### src/rtl/edt_pkg.sv
// Shared constants, types and helpers for the distance transform block.
// Used by edt_line, edt_isqrt and euclidean_distance_transform; no dependencies.
package edt_pkg;

    localparam int MAX_WIDTH  = 256;
    localparam int MAX_HEIGHT = 256;
    localparam int LINE_LEN   = (MAX_WIDTH > MAX_HEIGHT) ? MAX_WIDTH : MAX_HEIGHT;
    localparam int IDX_W      = $clog2(LINE_LEN);
    localparam int DIM_W      = IDX_W + 1;
    localparam int ADDR_W     = 2 * IDX_W;
    localparam int COST_W     = 19;
    localparam int NUM_W      = 21;
    localparam int DEN_W      = 10;
    localparam int MB_W       = DEN_W + 1;
    localparam int PROD_W     = NUM_W + MB_W;
    localparam int OUT_W      = 17;
    localparam int ROOT_W     = 18;

    localparam logic [COST_W-1:0] SAT_COST = COST_W'(262144);
    localparam logic [OUT_W-1:0]  OUT_MAX  = OUT_W'(131071);

    // Request codes carried in the input tuser field.
    localparam logic [1:0] REQ_WRITE   = 2'd0;
    localparam logic [1:0] REQ_COMPUTE = 2'd1;
    localparam logic [1:0] REQ_READ    = 2'd2;

    // Configuration register indexes.
    localparam logic REG_WIDTH  = 1'b0;
    localparam logic REG_HEIGHT = 1'b1;

    // Start command for the line unit.
    typedef struct packed {
        logic             start;
        logic [DIM_W-1:0] n;
    } t_line_ctl;

    // Cost load port of the line unit.
    typedef struct packed {
        logic              we;
        logic [IDX_W-1:0]  addr;
        logic [COST_W-1:0] data;
    } t_cost_wr;

    // One finished sample of a line.
    typedef struct packed {
        logic              valid;
        logic [IDX_W-1:0]  idx;
        logic [COST_W-1:0] value;
    } t_line_res;

    // A zero dimension acts as one, an oversized one as the built maximum.
    function automatic logic [DIM_W-1:0] eff_dim(input logic [8:0] raw, input int maxv);
        logic [DIM_W-1:0] res;
        if (raw == 9'd0) begin
            res = DIM_W'(1);
        end else if (32'(raw) > maxv) begin
            res = DIM_W'(maxv);
        end else begin
            res = DIM_W'(raw);
        end
        return res;
    endfunction

endpackage

### src/rtl/edt_isqrt.sv
// Bit-serial integer square root of a squared distance scaled by 2^16.
// One result bit per cycle; depends on edt_pkg.
module edt_isqrt (
    input  logic                       i_clk,
    input  logic                       i_rst_n,
    input  logic                       i_start,
    input  logic [edt_pkg::COST_W-1:0] i_value,
    output logic                       o_done,
    output logic [edt_pkg::ROOT_W-1:0] o_root
);
    import edt_pkg::*;

    localparam int RAD_W = COST_W + 16;
    localparam int BIT_W = $clog2(ROOT_W);

    logic                  r_busy;
    logic                  r_done;
    logic [BIT_W-1:0]      r_bit;
    logic [RAD_W-1:0]      r_rad;
    logic [ROOT_W-1:0]     r_root;
    logic [ROOT_W-1:0]     w_trial;
    logic [2*ROOT_W-1:0]   w_sq;

    assign w_trial = r_root | (ROOT_W'(1) << r_bit);
    assign w_sq    = w_trial * w_trial;

    // Keep each trial bit whose square still fits under the radicand.
    always_ff @(posedge i_clk) begin
        if (!i_rst_n) begin
            r_busy <= 1'b0;
            r_done <= 1'b0;
            r_bit  <= '0;
        end else begin
            r_done <= 1'b0;
            if (i_start) begin
                r_busy <= 1'b1;
                r_rad  <= {i_value, 16'd0};
                r_root <= '0;
                r_bit  <= BIT_W'(ROOT_W - 1);
            end else if (r_busy) begin
                if (w_sq <= (2*ROOT_W)'(r_rad)) begin
                    r_root <= w_trial;
                end
                if (r_bit == '0) begin
                    r_busy <= 1'b0;
                    r_done <= 1'b1;
                end else begin
                    r_bit <= r_bit - 1'b1;
                end
            end
        end
    end

    assign o_done = r_done;
    assign o_root = r_root;

endmodule

### config.mk
export PLATFORM = sky130hd
export DESIGN_NAME = edt_isqrt
export DESIGN_NICKNAME = d
export VERILOG_FILES = /design/src/rtl/edt_pkg.sv /design/src/rtl/edt_isqrt.sv
export SDC_FILE = /design/constraint.sdc
export NUM_CORES = 1
export LEC_CHECK = 0
export BUFFER_PORTS_ARGS = -buffer_cell sky130_fd_sc_hd__buf_2
export CORE_MARGIN = 5
export CORE_UTILIZATION = 50
export CTS_CLUSTER_DIAMETER = 150
export DETAILED_ROUTE_END_ITERATION = 16
export GPL_TIMING_DRIVEN = 0
export MAX_ROUTING_LAYER = met4
export PLACE_DENSITY = 0.65
export REMOVE_ABC_BUFFERS = 1
export SKIP_CTS_REPAIR_TIMING = 1
export SKIP_LAST_GASP = 1
export SLEW_MARGIN = 25
export SYNTH_ARGS = -nofsm -noshare
export SYNTH_HDL_FRONTEND = slang
export SYNTH_SLANG_ARGS = --single-unit
### constraint.sdc
create_clock -name i_clk -period 26.2 [get_ports i_clk]
set_clock_uncertainty 0.15 [all_clocks]
set_input_delay 3.93 -clock i_clk [delete_from_list [all_inputs] [get_ports i_clk]]
set_output_delay 3.93 -clock i_clk [all_outputs]
set_load 0.02 [all_outputs]
### Word level (Yosys, flattened, before mapping)

Index checks and enable logic that the tools add are counted.

* bits in registers: 44
* input bits: 22
* word-level logic and storage cells: 33

* $add $sub $neg: 1
* multipliers: 1
* order comparisons: 1
* equality and inequality tests: 1
* shift operators: 1
* muxes and demuxes: 9
* bitwise gates (word level): 4
* reduce and logical (&&, ||, !) cells: 9

Operators by type and width (count)
* $le 36x35->1: 1
* $mul 18x18->36: 1
* $mux 18: 2
* $or 18x18->18: 1
* $shl 1x5->18 const A: 1
* $mux 5: 3
* $reduce_and 2->1: 3
* $logic_not 5->1: 1
* $sub 5x1->5 const B: 1
* $mux 1: 4
* $reduce_bool 2->1: 2
* $not 1->1: 3
* $reduce_and 3->1: 1
* $reduce_or 3->1: 1
* $ne 2x2->1 const B: 1
* $reduce_or 2->1: 1

### Logic depth before layout (Yosys ltp)

* depth in word-level cells: 6
* mapped depth: 38

### Worst setup path before layout

No wires, ideal clock.

* path kind: register to register
* from: register r_bit[2]
* to: register r_root[0] (netlist: o_root[0]) (enable)
* arrival: 8.625 ns
* slack: 17.051 ns
* stages on the path, launching flop included: 30
* period minus slack after synthesis: 9.149 ns
* cell sequence: dfxtp_1 -> nor2_1 -> and2_1 -> a21oi_1 -> clkinv_1 -> nand2_1 -> fa_1 -> fa_1 -> fa_1 -> fa_1 -> fa_1 -> fa_1 -> inv_1 -> ha_1 -> clkbuf_1 -> nand4_1 -> o31a_1 -> o31a_1 -> o31ai_2 -> nand4_1 -> and4b_1 -> ha_1 -> nand4b_1 -> or3_1 -> nor4_1 -> o2111ai_1 -> a2111oi_0 -> o2111ai_1 -> o31ai_1 -> a21o_1

* word-level cells in the longest chain between the ends: 6

RTL lines
* from (decl): line edt_isqrt.sv:18 `logic [BIT_W-1:0] r_bit;`
* from (signal assigned): line edt_isqrt.sv:39 `r_bit <= BIT_W'(ROOT_W - 1);`
* from (signal assigned): line edt_isqrt.sv:48 `r_bit <= r_bit - 1'b1;`
* $shl 1x5->18: line edt_isqrt.sv:24 `assign w_trial = r_root | (ROOT_W'(1) << r_bit);`
* $or 18x18->18: line edt_isqrt.sv:24
* named net w_trial[9]: line edt_isqrt.sv:21 `logic [ROOT_W-1:0] w_trial;`
* $mul 18x18->36: line edt_isqrt.sv:25 `assign w_sq = w_trial * w_trial;`
* $le 36x35->1: line edt_isqrt.sv:41 `if (w_sq <= (2*ROOT_W)'(r_rad)) begin`
* $reduce_bool 2->1 (no line)
* $reduce_and 3->1 (no line)
* to (signal assigned): line edt_isqrt.sv:42 `r_root <= w_trial;`
* to (decl): line edt_isqrt.sv:20 `logic [ROOT_W-1:0] r_root;`

The timed path passes the listed nets, and every way through them passes these cells.
A chain may end at the register's enable or synchronous reset.

### Worst setup path in the final report

* from: register r_bit[1]
* to: register r_root[11] (netlist: o_root[11]) (enable)

* word-level cells in the longest chain between the ends: 6

RTL lines (line)
* $shl 1x5->18: edt_isqrt.sv:24
* $or 18x18->18: edt_isqrt.sv:24
* $mul 18x18->36: edt_isqrt.sv:25
* $le 36x35->1: edt_isqrt.sv:41
* $reduce_bool 2->1 (no line)
* $reduce_and 3->1 (no line)

Every way passes these cells.

==> impl_metrics.prom <==
# TYPE chip_impl_metric gauge
chip_impl_info{name="timing.rr.end",value="o_root[11]$_SDFFCE_PP0P_"} 1
chip_impl_metric{name="grt_pass1_vias",unit=""} 8541
chip_impl_metric{name="fp_rows",unit=""} 54
chip_impl_metric{name="via_per_inst",unit=""} 5.384
chip_impl_info{name="crit_family",value="adder cells"} 1
chip_impl_metric{name="num_io_pins",unit=""} 41
chip_impl_metric{name="postRouteWirelength",unit="mm"} 26.10
chip_impl_metric{name="detailroute.via_count",unit=""} 8082
chip_impl_metric{name="critical_path_cell_count",unit=""} 32
chip_impl_metric{name="cts.sink_count",unit=""} 44
chip_impl_metric{name="fin_crit",unit="ns"} 11.12
chip_impl_metric{name="fillcell_total",unit=""} 2051
chip_impl_metric{name="htree_num_levels",unit=""} 2
chip_impl_metric{name="drive_above_1_share",unit="%"} 5.487
chip_impl_metric{name="gr-total-overflow",unit=""} 0
chip_impl_info{name="critPathCapture",value="o_root[11]$_SDFFCE_PP0P_"} 1
chip_impl_metric{name="maximum_fanout_encountered_on_the_critical_timing_path",unit=""} 18
chip_impl_metric{name="max_root_sink_buffers",unit=""} 2
chip_impl_metric{name="groute.usage.overall",unit="%"} 21.81
chip_impl_metric{name="numCtsBuffers",unit=""} 5
chip_impl_metric{name="die_h",unit="um"} 158.8
chip_impl_metric{name="final-hold-violation-count",unit=""} 0
chip_impl_metric{name="die_area",unit="sq um"} 25200
chip_impl_metric{name="drtIter0Drc",unit=""} 392
chip_impl_metric{name="gp_congestion",unit=""} 0.9084
chip_impl_info{name="crit_top_cell",value="sky130_fd_sc_hd__fa_1"} 1
chip_impl_metric{name="syn-instance-count",unit=""} 1202
chip_impl_metric{name="clock_pin_slew_on_the_worst_setup_and_hold_paths",unit="ns"} 0.07
chip_impl_metric{name="core-area",unit="sq um"} 21820
chip_impl_metric{name="cell_depth_of_the_worst_min_delay_path",unit=""} 2
chip_impl_metric{name="timing.reg2reg.worst_path_depth",unit=""} 32
chip_impl_metric{name="antennaDiodeCount",unit=""} 0
chip_impl_info{name="setup_repair_after_global_routing_missed_its_margin",value="false"} 1
chip_impl_info{name="criticalPathCategory",value="reg -> reg"} 1
chip_impl_metric{name="totalNegativeSetupSlack",unit="ns"} 0
chip_impl_metric{name="ys_seq_elements",unit=""} 44
chip_impl_metric{name="place.detailed.hpwl",unit="mm"} 22.16
chip_impl_info{name="min-delay-path-class",value="reg -> reg"} 1
chip_impl_info{name="synth_top_flop_cell",value="sky130_fd_sc_hd__edfxtp_1"} 1
chip_impl_metric{name="synth_area",unit="sq um"} 11060
chip_impl_metric{name="final-setup-viol-count",unit=""} 0
chip_impl_metric{name="timing.final.crit_share",unit="%"} 42.44
chip_impl_metric{name="syn2layout_area_growth",unit="%"} 5.802
chip_impl_info{name="worst_path_max_delay_cell",value="sky130_fd_sc_hd__a21o_1"} 1
chip_impl_metric{name="slew-limit-headroom",unit="%"} 30.35
chip_impl_info{name="run_status",value="completed"} 1
chip_impl_metric{name="synth.distinct_cells",unit=""} 57
chip_impl_info{name="root_buffer",value="sky130_fd_sc_hd__clkbuf_16"} 1
chip_impl_metric{name="r2r_slack",unit="ns"} 15.08
chip_impl_metric{name="clock.fmax",unit="MHz"} 89.94
chip_impl_metric{name="syn-mean-instance-area",unit="sq um"} 9.204
chip_impl_metric{name="timing_max_transition_violations_final",unit=""} 0
chip_impl_metric{name="async_sr_flop_fraction",unit="%"} 0
chip_impl_metric{name="die_width",unit="um"} 158.8
chip_impl_metric{name="layout.core_utilization",unit="%"} 53.63
chip_impl_metric{name="first_pass_grt_wire_length",unit="mm"} 43.14
chip_impl_metric{name="ys_warn_count",unit=""} 0
chip_impl_metric{name="critPathBufInv",unit=""} 4
chip_impl_info{name="mostFrequentLayoutCell",value="sky130_fd_sc_hd__inv_1"} 1
chip_impl_metric{name="final_net_count",unit=""} 1591
chip_impl_metric{name="edff_count_synth",unit=""} 37
chip_impl_metric{name="largest_net_degree_at_the_start_of_global_routing",unit=""} 26
chip_impl_info{name="final_cell_mix",value="sky130_fd_sc_hd__inv_1 (285), sky130_fd_sc_hd__fa_1 (219), sky130_fd_sc_hd__ha_1 (130)"} 1
chip_impl_metric{name="clock_insertion_delay_worst_skew",unit="ns"} 0.31
chip_impl_info{name="cts_tree",value="done"} 1
chip_impl_metric{name="ys_seq_area_share",unit="%"} 11.31
chip_impl_metric{name="worstMarginPinSlew",unit="ns"} 1.045
chip_impl_info{name="timing.critical_path.to_type",value="flip-flop"} 1
chip_impl_metric{name="initial_utilization",unit="%"} 50.69
chip_impl_metric{name="wl_per_cell",unit="um"} 17.39
chip_impl_metric{name="antenna_left",unit=""} 0
chip_impl_info{name="critPathLaunchType",value="flip-flop"} 1
chip_impl_info{name="critPathLaunch",value="r_bit[1]$_SDFFE_PP0P_"} 1
chip_impl_metric{name="placement.io_buffers",unit=""} 40
chip_impl_metric{name="required",unit="ns"} 25.98
chip_impl_metric{name="worstPathArrival",unit="ns"} 10.90
chip_impl_metric{name="critPathMaxStageDelay",unit="ns"} 0.75
chip_impl_metric{name="cap_viol_max_count",unit=""} 0
chip_impl_metric{name="antenna_found_initial",unit=""} 0
chip_impl_info{name="reg2reg_from",value="r_bit[1]$_SDFFE_PP0P_"} 1
chip_impl_metric{name="first_pass_drt_iterations",unit=""} 5
chip_impl_metric{name="drc_violations",unit=""} 0
[worst reg2reg max path: cells and delay by family, from the launching register on]
family          cells  cell delay [ns]
fa+ha+maj           9             3.83
flops               1             0.35
buf+inv             4             0.81
simple gates        7             2.09
compound gates     12             3.53
[how the worst min path moves through the flow]
stage | start | to
2_1_floorplan | r_bit[1]$_SDFFE_PP0P_ | r_bit[1]$_SDFFE_PP0P_
3_3_place_gp | r_bit[1]$_SDFFE_PP0P_ | r_bit[1]$_SDFFE_PP0P_
3_5_place_dp | r_bit[1]$_SDFFE_PP0P_ | r_bit[1]$_SDFFE_PP0P_
4_1_cts | r_bit[1]$_SDFFE_PP0P_ | r_bit[1]$_SDFFE_PP0P_
5_1_grt | r_busy$_SDFF_PN0_ | o_done$_SDFF_PP0_
6_report | r_bit[1]$_SDFFE_PP0P_ | r_bit[1]$_SDFFE_PP0P_
[flip-flops by register name, summed over array words and instances (netlist names)]
register	count
r_busy	1
o_done	1
r_rad	19
r_bit	5
o_root	18
[cells by family after synthesis]
group | after synthesis | share of synthesized area, %
muxes | 4 | 0.3619
and+or+nand+nor | 307 | 12.03
xor gates and xnor gates | 32 | 2.533
DFF | 44 | 11.31
buffers and inverters | 325 | 11.06
AOI/OAI and AO/OA | 141 | 8.369
adders and majority gates | 349 | 54.33
[synthesized netlist by cell type, types with 9 or more instances]
cell type / n / share of area, %
sky130_fd_sc_hd__a21o_1: 21 / 1.4
sky130_fd_sc_hd__a21oi_1: 45 / 2.0
sky130_fd_sc_hd__clkbuf_1: 28 / 0.95
sky130_fd_sc_hd__edfxtp_1: 37 / 10
sky130_fd_sc_hd__fa_1: 219 / 40
sky130_fd_sc_hd__ha_1: 130 / 15
sky130_fd_sc_hd__inv_1: 285 / 9.7
sky130_fd_sc_hd__nand2_1: 104 / 3.5
sky130_fd_sc_hd__nand2b_1: 9 / 0.51
sky130_fd_sc_hd__nand3_1: 13 / 0.59
sky130_fd_sc_hd__nand4_1: 10 / 0.57
sky130_fd_sc_hd__nor2_1: 127 / 4.3
sky130_fd_sc_hd__nor2b_1: 12 / 0.68
sky130_fd_sc_hd__nor3_1: 11 / 0.50
sky130_fd_sc_hd__o21ai_0: 20 / 0.90
sky130_fd_sc_hd__xnor2_1: 21 / 1.7
sky130_fd_sc_hd__xor2_1: 11 / 0.87
[final cells by class]
type	instances	area, sq um	share of cell area (%)
multi-input cells	833	8625	73.68
flip-flops and latches	44	1251	10.69
inverters	293	1100	9.396
well taps	280	350.3	2.993
repair buffers	43	234.0	1.999
clock buffers	6	128.9	1.101
clock inverters	2	16.27	0.1390
[stage by stage]
stage | cells | instance area [sq um] | hold WS (ns) | worst slack (ns)
6_report | 1501 | 11710 | 0.4073 | 15.08
5_1_grt | 1501 | 11710 | 0.4648 | 14.37
4_1_cts | 1501 | 11710 | 0.4112 | 15.11
3_5_place_dp | 1493 | 11560 | 0.4021 | 15.14
3_3_place_gp | 1490 | 11490 | 0.3851 | 14.63
2_1_floorplan | 1170 | 10940 | 0.3641 | 16.82
[routing by layer]
metal,wire length [um],up-vias,track usage [%],share of wire (%)
met5,0,-,-,0
met4,728,0,6.296,2.8
met3,1494,57,3.318,5.7
met2,13160,221,36.24,50
met1,10720,4030,27.85,41
li1,-,3774,-,-
Power is not shown: default switching activity piles up to over one toggle a cycle in this logic, so the estimate is an artifact.
